==> config.mk <==
export PLATFORM = sky130hd
export DESIGN_NAME = button_press_blink_controller
export DESIGN_NICKNAME = d
export VERILOG_FILES = /design/src/hw/rtl/bpbc_pkg.sv /design/src/hw/rtl/button_press_blink_controller.sv
export SDC_FILE = /design/constraint.sdc
export NUM_CORES = 1
export LEC_CHECK = 0
export ABC_AREA = 1
export BUFFER_PORTS_ARGS = -buffer_cell sky130_fd_sc_hd__buf_2
export CORE_UTILIZATION = 41
export CTS_BUF_LIST = sky130_fd_sc_hd__clkbuf_4 sky130_fd_sc_hd__clkbuf_8 sky130_fd_sc_hd__clkbuf_16
export DETAILED_ROUTE_END_ITERATION = 8
export HOLD_SLACK_MARGIN = 0.12
export RECOVER_POWER = 100
export SETUP_SLACK_MARGIN = 0.3
export SYNTH_ARGS = -nofsm -noshare
export SYNTH_HDL_FRONTEND = slang
export SYNTH_SLANG_ARGS = --single-unit
==> constraint.sdc <==
create_clock -name aclk -period 7 [get_ports aclk]
set_input_delay 1.05 -clock aclk [delete_from_list [all_inputs] [get_ports aclk]]
set_output_delay 1.05 -clock aclk [all_outputs]
set_load 0.01 [all_outputs]
==> src/hw/rtl/bpbc_pkg.sv <==
// Types, codes and reset values for the button blink controller
package bpbc_pkg;

    localparam int TIMER_BITS_DEF = 16;
    localparam int CFG_W          = 16;
    localparam int APB_DW         = 32;
    localparam int APB_AW         = 5;
    localparam int S_TDATA_W      = 8;
    localparam int M_TDATA_W      = 8;
    localparam int REG_IDX_W      = 3;

    typedef enum logic [1:0] {
        PH_IDLE     = 2'd0,
        PH_DEBOUNCE = 2'd1,
        PH_HELD     = 2'd2
    } phase_t;

    typedef enum logic [1:0] {
        EV_NONE  = 2'd0,
        EV_SHORT = 2'd1,
        EV_LONG  = 2'd2
    } press_ev_t;

    typedef enum logic [REG_IDX_W-1:0] {
        REG_DEBOUNCE   = 3'd0,
        REG_LONG_PRESS = 3'd1,
        REG_HALF_SLOW  = 3'd2,
        REG_HALF_MID   = 3'd3,
        REG_HALF_FAST  = 3'd4
    } reg_idx_t;

    localparam logic [1:0] RATE_SLOW = 2'd0;
    localparam logic [1:0] RATE_MID  = 2'd1;
    localparam logic [1:0] RATE_FAST = 2'd2;

    localparam logic [CFG_W-1:0] DEBOUNCE_RST   = 16'd50;
    localparam logic [CFG_W-1:0] LONG_PRESS_RST = 16'd1000;
    localparam logic [CFG_W-1:0] HALF_SLOW_RST  = 16'd500;
    localparam logic [CFG_W-1:0] HALF_MID_RST   = 16'd250;
    localparam logic [CFG_W-1:0] HALF_FAST_RST  = 16'd125;

    // Result beat, led_on in the lowest bit
    typedef struct packed {
        press_ev_t  press_event;
        logic [1:0] rate_index;
        logic       blinking;
        logic       led_on;
    } out_beat_t;

    localparam int OUT_BEAT_W = $bits(out_beat_t);

endpackage

==> src/hw/rtl/button_press_blink_controller.sv <==
// Debounced short/long press LED blinker: one beat per millisecond tick, one result per beat.
// Each input beat is one tick carrying the sampled active-low button level; each accepted
// beat yields exactly one result beat with the LED level, blink enable, rate index and the
// press event of that tick. A beat is taken every clock cycle while the sink takes results:
// the whole tick update is a single pass of compare and increment logic from the state
// registers into the state and the output register, so the sustained rate is one tick per
// cycle and each result is registered. The output register holds a result while the sink
// stalls; s_tready is high whenever that register is empty or being emptied in the same
// cycle. The five timing registers (debounce, long press, three half periods) sit on the APB
// port at byte offsets 0x00 to 0x10, 16 bits each; write them only while the block is idle.
module button_press_blink_controller #(
    parameter int TIMER_BITS = bpbc_pkg::TIMER_BITS_DEF
) (
    input  logic                           aclk,
    input  logic                           aresetn,
    // tdata: [0] button_level, [7:1] zero
    input  logic                           s_tvalid,
    output logic                           s_tready,
    input  logic [bpbc_pkg::S_TDATA_W-1:0] s_tdata,
    // tdata: [0] led_on, [1] blinking, [3:2] rate_index, [5:4] press_event, [7:6] zero
    output logic                           m_tvalid,
    input  logic                           m_tready,
    output logic [bpbc_pkg::M_TDATA_W-1:0] m_tdata,
    input  logic                           psel,
    input  logic                           penable,
    input  logic                           pwrite,
    input  logic [bpbc_pkg::APB_AW-1:0]    paddr,
    input  logic [bpbc_pkg::APB_DW-1:0]    pwdata,
    output logic [bpbc_pkg::APB_DW-1:0]    prdata,
    output logic                           pready
);
    import bpbc_pkg::*;

    localparam int CMP_W = (TIMER_BITS > CFG_W) ? TIMER_BITS : CFG_W;

    typedef logic [TIMER_BITS-1:0] timer_t;

    function automatic timer_t timer_inc(input timer_t t);
        timer_inc = (&t) ? t : t + TIMER_BITS'(1);
    endfunction

    // Configuration registers
    logic [CFG_W-1:0] debounce_ticks_reg;
    logic [CFG_W-1:0] long_press_ticks_reg;
    logic [CFG_W-1:0] half_period_slow_reg;
    logic [CFG_W-1:0] half_period_mid_reg;
    logic [CFG_W-1:0] half_period_fast_reg;

    // Tick state
    logic       prev_level_reg, prev_level_next;
    phase_t     phase_reg, phase_next;
    timer_t     debounce_elapsed_reg, debounce_elapsed_next;
    timer_t     hold_elapsed_reg, hold_elapsed_next;
    logic       long_done_reg, long_done_next;
    logic       blink_on_reg, blink_on_next;
    logic       led_level_reg, led_level_next;
    logic [1:0] rate_sel_reg, rate_sel_next;
    timer_t     toggle_elapsed_reg, toggle_elapsed_next;
    press_ev_t  event_next;

    logic       m_valid_reg;
    out_beat_t  m_beat_reg, m_beat_next;

    logic             level;
    logic             s_accept;
    logic             cfg_write;
    logic [CFG_W-1:0] half_sel;
    reg_idx_t         reg_idx;

    assign level     = s_tdata[0];
    assign s_tready  = !m_valid_reg || m_tready;
    assign s_accept  = s_tvalid && s_tready;
    assign m_tvalid  = m_valid_reg;
    assign m_tdata   = {(M_TDATA_W - OUT_BEAT_W)'(0), m_beat_reg};

    // ---------------- APB port ----------------
    assign pready    = 1'b1;
    assign cfg_write = psel && penable && pwrite && pready;
    assign reg_idx   = reg_idx_t'(paddr[REG_IDX_W+1:2]);

    always_ff @(posedge aclk) begin
        if (!aresetn) begin
            debounce_ticks_reg   <= DEBOUNCE_RST;
            long_press_ticks_reg <= LONG_PRESS_RST;
            half_period_slow_reg <= HALF_SLOW_RST;
            half_period_mid_reg  <= HALF_MID_RST;
            half_period_fast_reg <= HALF_FAST_RST;
        end else if (cfg_write) begin
            case (reg_idx)
                REG_DEBOUNCE:   debounce_ticks_reg   <= pwdata[CFG_W-1:0];
                REG_LONG_PRESS: long_press_ticks_reg <= pwdata[CFG_W-1:0];
                REG_HALF_SLOW:  half_period_slow_reg <= pwdata[CFG_W-1:0];
                REG_HALF_MID:   half_period_mid_reg  <= pwdata[CFG_W-1:0];
                REG_HALF_FAST:  half_period_fast_reg <= pwdata[CFG_W-1:0];
                default: ;
            endcase
        end
    end

    always_comb begin
        case (reg_idx)
            REG_DEBOUNCE:   prdata = APB_DW'(debounce_ticks_reg);
            REG_LONG_PRESS: prdata = APB_DW'(long_press_ticks_reg);
            REG_HALF_SLOW:  prdata = APB_DW'(half_period_slow_reg);
            REG_HALF_MID:   prdata = APB_DW'(half_period_mid_reg);
            REG_HALF_FAST:  prdata = APB_DW'(half_period_fast_reg);
            default:        prdata = '0;
        endcase
    end

    // ---------------- next state ----------------
    always_comb begin
        prev_level_next       = level;
        phase_next            = phase_reg;
        debounce_elapsed_next = debounce_elapsed_reg;
        hold_elapsed_next     = hold_elapsed_reg;
        long_done_next        = long_done_reg;
        blink_on_next         = blink_on_reg;
        led_level_next        = led_level_reg;
        rate_sel_next         = rate_sel_reg;
        toggle_elapsed_next   = toggle_elapsed_reg;
        event_next            = EV_NONE;

        // Edge detector runs only in idle
        case (phase_reg)
            PH_DEBOUNCE, PH_HELD: ;
            default: begin
                phase_next = PH_IDLE;
                if (prev_level_reg && !level) begin
                    phase_next            = PH_DEBOUNCE;
                    debounce_elapsed_next = '0;
                end
            end
        endcase

        if (phase_next == PH_DEBOUNCE) begin
            if (CMP_W'(debounce_elapsed_next) >= CMP_W'(debounce_ticks_reg)) begin
                if (!level) begin
                    phase_next        = PH_HELD;
                    hold_elapsed_next = '0;
                    long_done_next    = 1'b0;
                end else begin
                    phase_next = PH_IDLE;
                end
            end else begin
                debounce_elapsed_next = timer_inc(debounce_elapsed_next);
            end
        end

        if (phase_next == PH_HELD) begin
            if (!level && !long_done_next &&
                CMP_W'(hold_elapsed_next) >= CMP_W'(long_press_ticks_reg)) begin
                rate_sel_next       = (rate_sel_reg >= RATE_FAST) ? RATE_SLOW
                                                                  : rate_sel_reg + 2'd1;
                toggle_elapsed_next = '0;
                long_done_next      = 1'b1;
                event_next          = EV_LONG;
            end
            if (level) begin
                phase_next = PH_IDLE;
                if (!long_done_next) begin
                    blink_on_next       = !blink_on_reg;
                    led_level_next      = !blink_on_reg;
                    toggle_elapsed_next = '0;
                    event_next          = EV_SHORT;
                end
            end else begin
                hold_elapsed_next = timer_inc(hold_elapsed_next);
            end
        end

        case (rate_sel_next)
            RATE_MID:  half_sel = half_period_mid_reg;
            RATE_FAST: half_sel = half_period_fast_reg;
            default:   half_sel = half_period_slow_reg;
        endcase

        if (blink_on_next && CMP_W'(toggle_elapsed_next) >= CMP_W'(half_sel)) begin
            led_level_next      = !led_level_next;
            toggle_elapsed_next = '0;
        end
        toggle_elapsed_next = timer_inc(toggle_elapsed_next);
    end

    // ---------------- result beat ----------------
    always_comb begin
        m_beat_next.led_on      = led_level_next;
        m_beat_next.blinking    = blink_on_next;
        m_beat_next.rate_index  = rate_sel_next;
        m_beat_next.press_event = event_next;
    end

    always_ff @(posedge aclk) begin
        if (!aresetn) begin
            prev_level_reg       <= 1'b1;
            phase_reg            <= PH_IDLE;
            debounce_elapsed_reg <= '0;
            hold_elapsed_reg     <= '0;
            long_done_reg        <= 1'b0;
            blink_on_reg         <= 1'b0;
            led_level_reg        <= 1'b0;
            rate_sel_reg         <= RATE_SLOW;
            toggle_elapsed_reg   <= '0;
        end else if (s_accept) begin
            prev_level_reg       <= prev_level_next;
            phase_reg            <= phase_next;
            debounce_elapsed_reg <= debounce_elapsed_next;
            hold_elapsed_reg     <= hold_elapsed_next;
            long_done_reg        <= long_done_next;
            blink_on_reg         <= blink_on_next;
            led_level_reg        <= led_level_next;
            rate_sel_reg         <= rate_sel_next;
            toggle_elapsed_reg   <= toggle_elapsed_next;
        end
    end

    always_ff @(posedge aclk) begin
        if (!aresetn) begin
            m_valid_reg <= 1'b0;
        end else if (s_accept) begin
            m_valid_reg <= 1'b1;
        end else if (m_tready) begin
            m_valid_reg <= 1'b0;
        end
    end

    // Payload: load on every accepted beat, hold otherwise
    always_ff @(posedge aclk) begin
        if (s_accept) begin
            m_beat_reg <= m_beat_next;
        end
    end

endmodule

==> results.md, run 1 <==
* Status: complete, but fails checks
* Failing checks: capacitance limit, slew limit
* Fin worst setup slack at 0.333 ns
* Storage element area at a little under 3000 um2
* Vias in the first global route at 7660
* Sequential share of the synthesized area at 33.6%
* Async set or reset register ratio after synthesis at 0%
* Starting utilization of the core area at 42.4%
* Average routed wire per standard cell at 15.8 um
* Internal power summed over all cells at between 0.001 and 0.0015 W
* # IOs at 95
* Count leader, synth: sky130_fd_sc_hd__nand2_1
* Number of sinks on the clock net at 143
* Setup clock skew after layout at 0.0152 ns
* Max rail drop VDD at ~0.15 mV
* Hold_buf cts at 0
* Number of standard cells in the final layout excluding fillers at 1672
* Final weighted congestion in routability-driven placement at between 0.8 and 0.9
* Placed insts at 1621
* Post-synthesis to final-layout area growth at 24.5%
* Gate Count Post-Synth at around 1300
* Count of unresolved DRC violations after routing at 0
* Via count of the routed design at between 8000 and 9000
* Slew Viols, Final at 108
* Unrepaired setup endpoints after global routing: true
* Synth Flop Type: sky130_fd_sc_hd__dfxtp_1
* Post-Synthesis Mean Instance Area at 6.86 um2
* Count of cells along the worst register-to-register path at 51
* Top post-synthesis cells by count: 206 x sky130_fd_sc_hd__nand2_1, 176 x sky130_fd_sc_hd__inv_1, 154 x sky130_fd_sc_hd__nor2_1, 137 x sky130_fd_sc_hd__dfxtp_1, 136 x sky130_fd_sc_hd__o21ai_0
* Post-synthesis instance area at 8710 um2
* Switching Fraction at 29.4%
* Height of the chip at ~150 um
* Synth area leader: sky130_fd_sc_hd__dfxtp_1
* CP peak stage delay at 0.29 ns
* Maximum Capacitance Violations at 1
* Clock transition at the registers of the reported paths at 0.06 ns
* Post-detail-place hpwl at 18200 um
* Via density per instance at 5.24
* Final wirelength at around 26000 um
* Final instance area at between 10000 and 15000 um2
* Net load switching power at 0.000592 W
* Part of the power in the clock network at 42.8%
* Worst hold margin at 0.468 ns
* Worst path required time at 7.35 ns
* Warnings from Yosys at 0
* Clock tree from TritonCTS: built
* First-pass GRT wire length at 41100 um
* Critical Setup Path Class: in -> reg
* Flip-flop and latch count after synthesis at roughly 140
* Rel. slew slack at -204%
* Bufs on Longest Clock Path at 2
* Initial antenna violation count at 0
* Upper clock frequency limit at 0.150 GHz
* Worst min path class: reg -> reg
* Cell at the slowest stage of the critical path: sky130_fd_sc_hd__ha_4
* Cell area after placement at just under 10000 um2
* Number of filler instances in the final layout at 2045
* Post-layout net count at 1495
* Standard-cell rows at 52
* Total power per unit cell area at 186 nW/um2
* Final setup violation count at 0
* Area of the multi-input gates at about 5200 um2
* Biggest area contributors in the synthesized netlist: sky130_fd_sc_hd__dfxtp_1 31%, sky130_fd_sc_hd__nand2_1 8.9%, sky130_fd_sc_hd__o21ai_0 7.8%, sky130_fd_sc_hd__ha_1 7.8%, sky130_fd_sc_hd__inv_1 7.6%
* Standard cell core area at 20600 um2
* Number of enable flip-flop cells after synthesis at 6
* Iteration count of the initial detailed-routing pass at 5
* Port bufs at 50
* Hold-critical path depth at 2
* Worst slack at placement at -0.754 ns
* Startpoint kind of the worst setup timing path: input pin
* Capturing element type of the critical path: flop
* Final standard cell utilization of the core at a little over half
* Crit share post-route at 95.2%
* Share of cells above drive strength 1 at 20.3%
* Actual transition at the worst max-transition pin at 4.56 ns
* H-tree depth at 4
* Part of the total power dissipated in combinational logic at 15.0%
* Largest fanout on the critical path at 8
* Total CTS buffers at 17
* Remaining global-route overflow at 0
* Leakage dissipation at 4.84 nW
* Total die area at 21800 um2
* Data arrival at the endpoint of the critical path at 7.02 ns
* Pin count of the biggest net entering global routing at 108
* Final number of hold-violating endpoints at 0
* Clk root buf: sky130_fd_sc_hd__clkbuf_16
* Drt first-iter violations at slightly below 800
* All-layer global routing usage at between 20% and 30%
* Inserted Diodes at 0
* Antenna viol nets, final at 0
* Final Critical Period at about 6.7 ns
* Area share of the leading cell type in the synthesized netlist at 31.5%
* Number of library cell types mapped by synthesis at 47
* Chip Width at 148 um
* Share of total power in sequential cells at between 40% and 50%
* Clock network latency to the later pin of the worst-skew pair at 0.43 ns
-- power groups by stage --
stage	Combinational [W]	Clock, W	Sequential [W]
6_report	0.000303	0.000862	0.000849
5_1_grt	0.000335	0.000910	0.000851
3_3_place_gp	0.000255	0	0.000866
3_5_place_dp	0.000259	0	0.000867
2_1_floorplan	0.000168	0	0.000866
4_1_cts	0.000275	0.000874	0.000849
-- critical path, delay by kind of cell --
family / cells / cell delay [ns]
AND/OR/NAND/NOR: 27 / 2.61
adder cells (fa/ha/maj): 5 / 1.26
buffers and inverters: 12 / 1.16
AO/OA/AOI/OAI: 5 / 0.91
-- timing repair --
| action | CTS | global route |
|---|---|---|
| hold endpoints to repair | 0 | 0 |
| gates resized for setup | 48 | 81 |
| cloned | 1 | 2 |
| pin swaps | 14 | 52 |
| endpoints found under the setup margin | 16 | 16 |
| buffers inserted | 6 | 10 |
-- cells in the final DEF, fill, tap and decap left out, types with 5 or more instances in the layout --
| cell type | n |
|---|---|
| sky130_fd_sc_hd__nor2_4 | 10 |
| sky130_fd_sc_hd__nand2_1 | 195 |
| sky130_fd_sc_hd__a221o_1 | 9 |
| sky130_fd_sc_hd__nand4_1 | 16 |
| sky130_fd_sc_hd__o21ai_0 | 116 |
| sky130_fd_sc_hd__ha_4 | 11 |
| sky130_fd_sc_hd__nand3_2 | 11 |
| sky130_fd_sc_hd__nor2_1 | 142 |
| sky130_fd_sc_hd__nand2_4 | 7 |
| sky130_fd_sc_hd__a221oi_1 | 13 |
| sky130_fd_sc_hd__nor3_1 | 18 |
| sky130_fd_sc_hd__buf_4 | 90 |
| sky130_fd_sc_hd__inv_1 | 165 |
| sky130_fd_sc_hd__buf_12 | 5 |
| sky130_fd_sc_hd__o21ai_1 | 10 |
| sky130_fd_sc_hd__o22ai_1 | 14 |
| sky130_fd_sc_hd__nor4_1 | 5 |
| sky130_fd_sc_hd__o211ai_1 | 17 |
| sky130_fd_sc_hd__inv_2 | 14 |
| sky130_fd_sc_hd__a21oi_1 | 96 |
| sky130_fd_sc_hd__edfxtp_1 | 6 |
| sky130_fd_sc_hd__clkbuf_16 | 19 |
| sky130_fd_sc_hd__clkbuf_1 | 25 |
| sky130_fd_sc_hd__a21oi_2 | 7 |
| sky130_fd_sc_hd__conb_1 | 19 |
| sky130_fd_sc_hd__nand3_1 | 45 |
| sky130_fd_sc_hd__nor2_2 | 19 |
| sky130_fd_sc_hd__nand2_2 | 16 |
| sky130_fd_sc_hd__buf_2 | 25 |
| sky130_fd_sc_hd__dfxtp_1 | 135 |
| sky130_fd_sc_hd__o21ai_2 | 10 |
| sky130_fd_sc_hd__ha_1 | 43 |
-- area by class of cell --
class,count,share of cell area [%]
multi-input cells,890,48.1
repair buffers,152,10.2
clock inverters,13,0.993
well taps,270,3.12
flip-flops and latches,143,27.0
clock buffers,19,4.06
inverters,185,6.57
-- metrics by stage --
stage	setup TNS (ns)	power [W]
6_report	0	0.00201
5_1_grt	-0.0406	0.00210
4_1_cts	0	0.00200
3_5_place_dp	-11.12	0.00113
3_3_place_gp	-10.50	0.00112
2_1_floorplan	0	0.00103
-- metal layers --
layer / global-route usage [%] / up-vias / wire length (um)
met4: 7.94 / 0 / 558
met2: 37.1 / 264 / 11800
met3: 4.26 / 35 / 1660
met1: 34.6 / 4034 / 12500
li1: - / 4426 / -
met5: 0 / - / 0
-- path summary, 6_finish.rpt --
check                                end           startpoint  slack, ns
setup / recovery  toggle_elapsed_reg[15]           s_tdata[0]       0.33
hold / removal       hold_elapsed_reg[1]  hold_elapsed_reg[1]       0.47
setup reg to reg  toggle_elapsed_reg[15]         phase_reg[0]       0.37
hold reg to reg      hold_elapsed_reg[1]  hold_elapsed_reg[1]       0.47
-- kinds of logic after synthesis --
group	after synthesis	share of synthesized area, %
AO/OA/AOI/OAI	311	20.4
adder cells (fa/ha/maj)	54	7.76
other	2	0.0862
flip-flops	143	33.6
XOR/XNOR	4	0.402
AND/OR/NAND/NOR	501	25.5
buffers and inverters	254	12.2
Note: power is estimated with default switching activity, not from simulation.
==> run 2: changes to the inputs <==
--- a/config.mk
+++ b/config.mk
@@ -5,7 +5,6 @@
 export SDC_FILE = /design/constraint.sdc
 export NUM_CORES = 1
 export LEC_CHECK = 0
-export ABC_AREA = 1
 export BUFFER_PORTS_ARGS = -buffer_cell sky130_fd_sc_hd__buf_2
 export CORE_UTILIZATION = 41
 export CTS_BUF_LIST = sky130_fd_sc_hd__clkbuf_4 sky130_fd_sc_hd__clkbuf_8 sky130_fd_sc_hd__clkbuf_16
==> constraint.sdc (replaced) <==
create_clock -name aclk -period 6.2 [get_ports aclk]
set_input_delay 0.93 -clock aclk [delete_from_list [all_inputs] [get_ports aclk]]
set_output_delay 0.93 -clock aclk [all_outputs]
set_load 0.01 [all_outputs]
==> results.md, run 2 <==
* Status: complete, but fails checks
* Failing checks: capacitance limit, slew limit, setup timing
* Upper clock frequency limit at approximately 0.13 GHz
* Slew Viols, Final at 40
* Starting utilization of the core area at between 40% and 50%
* Post-detail-place hpwl at around 19000 um
* Count leader, synth: sky130_fd_sc_hd__nand2_1
* Final setup violation count at 18
* Max rail drop VDD at 0.152 mV
* Number of library cell types mapped by synthesis at 65
* Final Critical Period at just under 8 ns
* Leakage dissipation at 4.50 nW
* Chip Width at 148 um
* Sequential share of the synthesized area at 33.5%
* Port bufs at 50
* First-pass GRT wire length at 44000 um
* Gate Count Post-Synth at 1142
* Rel. slew slack at -2.08%
* Startpoint kind of the worst setup timing path: input pin
* Vias in the first global route at about 8000
* Post-synthesis to final-layout area growth at 27.3%
* Top post-synthesis cells by count: 215 x sky130_fd_sc_hd__nand2_1, 137 x sky130_fd_sc_hd__dfxtp_1, 98 x sky130_fd_sc_hd__a21oi_1, 70 x sky130_fd_sc_hd__clkbuf_1, 57 x sky130_fd_sc_hd__nor2_1
* Biggest area contributors in the synthesized netlist: sky130_fd_sc_hd__dfxtp_1 31%, sky130_fd_sc_hd__nand2_1 9.3%, sky130_fd_sc_hd__ha_1 7.7%, sky130_fd_sc_hd__a21oi_1 5.6%, sky130_fd_sc_hd__a22oi_1 4.0%
* Maximum Capacitance Violations at 1
* Area share of the leading cell type in the synthesized netlist at around a third
* Total CTS buffers at 17
* Crit share post-route at 128%
* Number of buffers and inverters on the critical path at 9
* Clock transition at the registers of the reported paths at around 0.060 ns
* Synth Flop Type: sky130_fd_sc_hd__dfxtp_1
* Initial antenna violation count at 0
* Post-Synthesis Mean Instance Area at approximately 7.6 um2
* Inserted Diodes at 0
* Fin worst setup slack at -1.71 ns
* Clk root buf: sky130_fd_sc_hd__clkbuf_16
* Capturing element type of the critical path: flop
* Worst min path class: reg -> reg
* Standard-cell rows at 52
* Placed insts at roughly 1500
* # IOs at 95
* Setup clock skew after layout at about 0.0093 ns
* Height of the chip at 148 um
* Warnings from Yosys at 0
* Via count of the routed design at a little under 9000
* Remaining global-route overflow at 0
* Total die area at ~22000 um2
* Standard cell core area at 20600 um2
* Iteration count of the initial detailed-routing pass at 5
* Post-layout net count at 1362
* Actual transition at the worst max-transition pin at 1.53 ns
* H-tree depth at 4
* Number of sinks on the clock net at 143
* All-layer global routing usage at 25.8%
* Cell type group with the largest total delay on the critical path: compound AO/OA/AOI/OAI gates
* Final weighted congestion in routability-driven placement at 0.882
* Largest fanout on the critical path at 8
* Worst path required time at 6.54 ns
* Unrepaired setup endpoints after global routing: true
* Average routed wire per standard cell at approximately 18 um
* Overall power after layout at 0.00220 W
* Number of filler instances in the final layout at 1940
* Post-synthesis instance area at 8720 um2
* Number of enable flip-flop cells after synthesis at 6
* Most frequent cells in the layout: 211 x sky130_fd_sc_hd__nand2_1, 136 x sky130_fd_sc_hd__dfxtp_1, 100 x sky130_fd_sc_hd__buf_4, 91 x sky130_fd_sc_hd__a21oi_1, 54 x sky130_fd_sc_hd__nand3_1
* Cell at the slowest stage of the critical path: sky130_fd_sc_hd__or4_4
* Pin count of the biggest net entering global routing at 60
* Clock tree from TritonCTS: built
* Drt first-iter violations at 719
* Final number of hold-violating endpoints at 0
* Commonest non-fill, non-tap cell in the layout: sky130_fd_sc_hd__nand2_1
* Synth area leader: sky130_fd_sc_hd__dfxtp_1
* Number of standard cells in the final layout excluding fillers at around 1500
* Clock network latency to the later pin of the worst-skew pair at 0.43 ns
* Share of cells above drive strength 1 at 24.1%
* Cell with the most instances on the worst path: sky130_fd_sc_hd__buf_6
* Worst slack at placement at -2.19 ns
* Via density per instance at 5.66
* CP peak stage delay at 0.54 ns
* Data arrival at the endpoint of the critical path at between 8 and 9 ns
* Reg-to-reg setup timing slack at -1.66 ns
* Bufs on Longest Clock Path at 2
* Final wirelength at 27900 um
* Count of unresolved DRC violations after routing at 0
* Async set or reset register ratio after synthesis at 0%
* Critical Setup Path Class: in -> reg
* Antenna viol nets, final at 0
* Total power per unit cell area at 198 nW/um2
* Flip-flop and latch count after synthesis at 143
run 2: cell count changes after synthesis, sizes merged, moves of 14 or more:
| cell | change |
|---|---|
| a22oi | +46 |
| a31oi | +14 |
| and2 | +30 |
| and3 | +31 |
| clkbuf | +31 |
| inv | -128 |
| mux2 | +15 |
| nor2 | -114 |
| o21ai | -110 |
run 2: through the flow:
step | cell area [um2] | TNS, ns | hold WS (ns) | utilization (%)
floorplan | 9000 | -30.17 | 0.446 | -
detailed placement | 9810 | -35.66 | 0.469 | 47.7
finish | 11100 | -26.15 | 0.478 | 54.0
global route | 11100 | -32.26 | 0.507 | 54.0
global placement | 9810 | -32.82 | 0.457 | 47.7
CTS | 11000 | -24.15 | 0.477 | 53.3
run 2: cells by family (layout without fill, tap and decap cells):
| group | Yosys count | after routing | synth area share [%] |
|---|---|---|---|
| AO/OA/AOI/OAI | 273 | 273 | 20.2 |
| XOR/XNOR | 14 | 14 | 1.41 |
| adder cells (fa/ha/maj) | 54 | 54 | 7.75 |
| buffers and inverters | 148 | 258 | 7.22 |
| flip-flops | 143 | 143 | 33.5 |
| multiplexers | 26 | 26 | 3.34 |
| other | 2 | 19 | 0.0861 |
| AND/OR/NAND/NOR | 482 | 482 | 26.5 |
run 2: final cells by class:
type,instances,area [um2],area share [%]
clock buffers,20,460,4.15
clock inverters,12,108,0.969
inverters,56,211,1.90
multi-input cells,868,5780,52.1
flip-flops and latches,143,2920,26.3
well taps,270,338,3.04
repair buffers,170,1280,11.5
run 2: worst reg2reg max path, delay by kind of cell, from the launching register on:
kind | cells | cell delay, ns
AO/OA/AOI/OAI | 12 | 2.38
adder cells (fa/ha/maj) | 6 | 1.42
buffers and inverters | 9 | 1.11
flip-flops | 1 | 0.33
multiplexers | 1 | 0.28
AND/OR/NAND/NOR | 13 | 2.24
run 2: what timing repair did:
action	CTS	global route
resized for setup	74	22
hold buffers	0	0
pin swaps	24	13
setup buffers	21	5
setup endpoints to repair	18	18
gates cloned	3	0
run 2: final timing paths:
path | end | start | depth (start not counted)
setup reg to reg | toggle_elapsed_reg[15] | phase_reg[0] | 41
hold reg to reg | half_period_mid_reg[10] | half_period_mid_reg[10] | 2
hold / removal | half_period_mid_reg[10] | half_period_mid_reg[10] | 2
setup / recovery | toggle_elapsed_reg[15] | s_tdata[0] | 40
run 2: power by group:
group	internal (W)	switching [W]	leakage [nW]
Sequential	0.000937	0.00000966	1.17
Clock	0.000581	0.000432	0.285
Combinational	0.0000930	0.000148	3.05
Total	0.00161	0.000590	4.50
run 2: metal layers:
layer  wire [um]  vias to the layer above  track usage (%)
li1            -                     4270                -
met1       12300                     4100             35.5
met2       13100                      313             41.2
met3        2050                       35             4.66
met4         431                        0             7.32
met5           0                        -                0
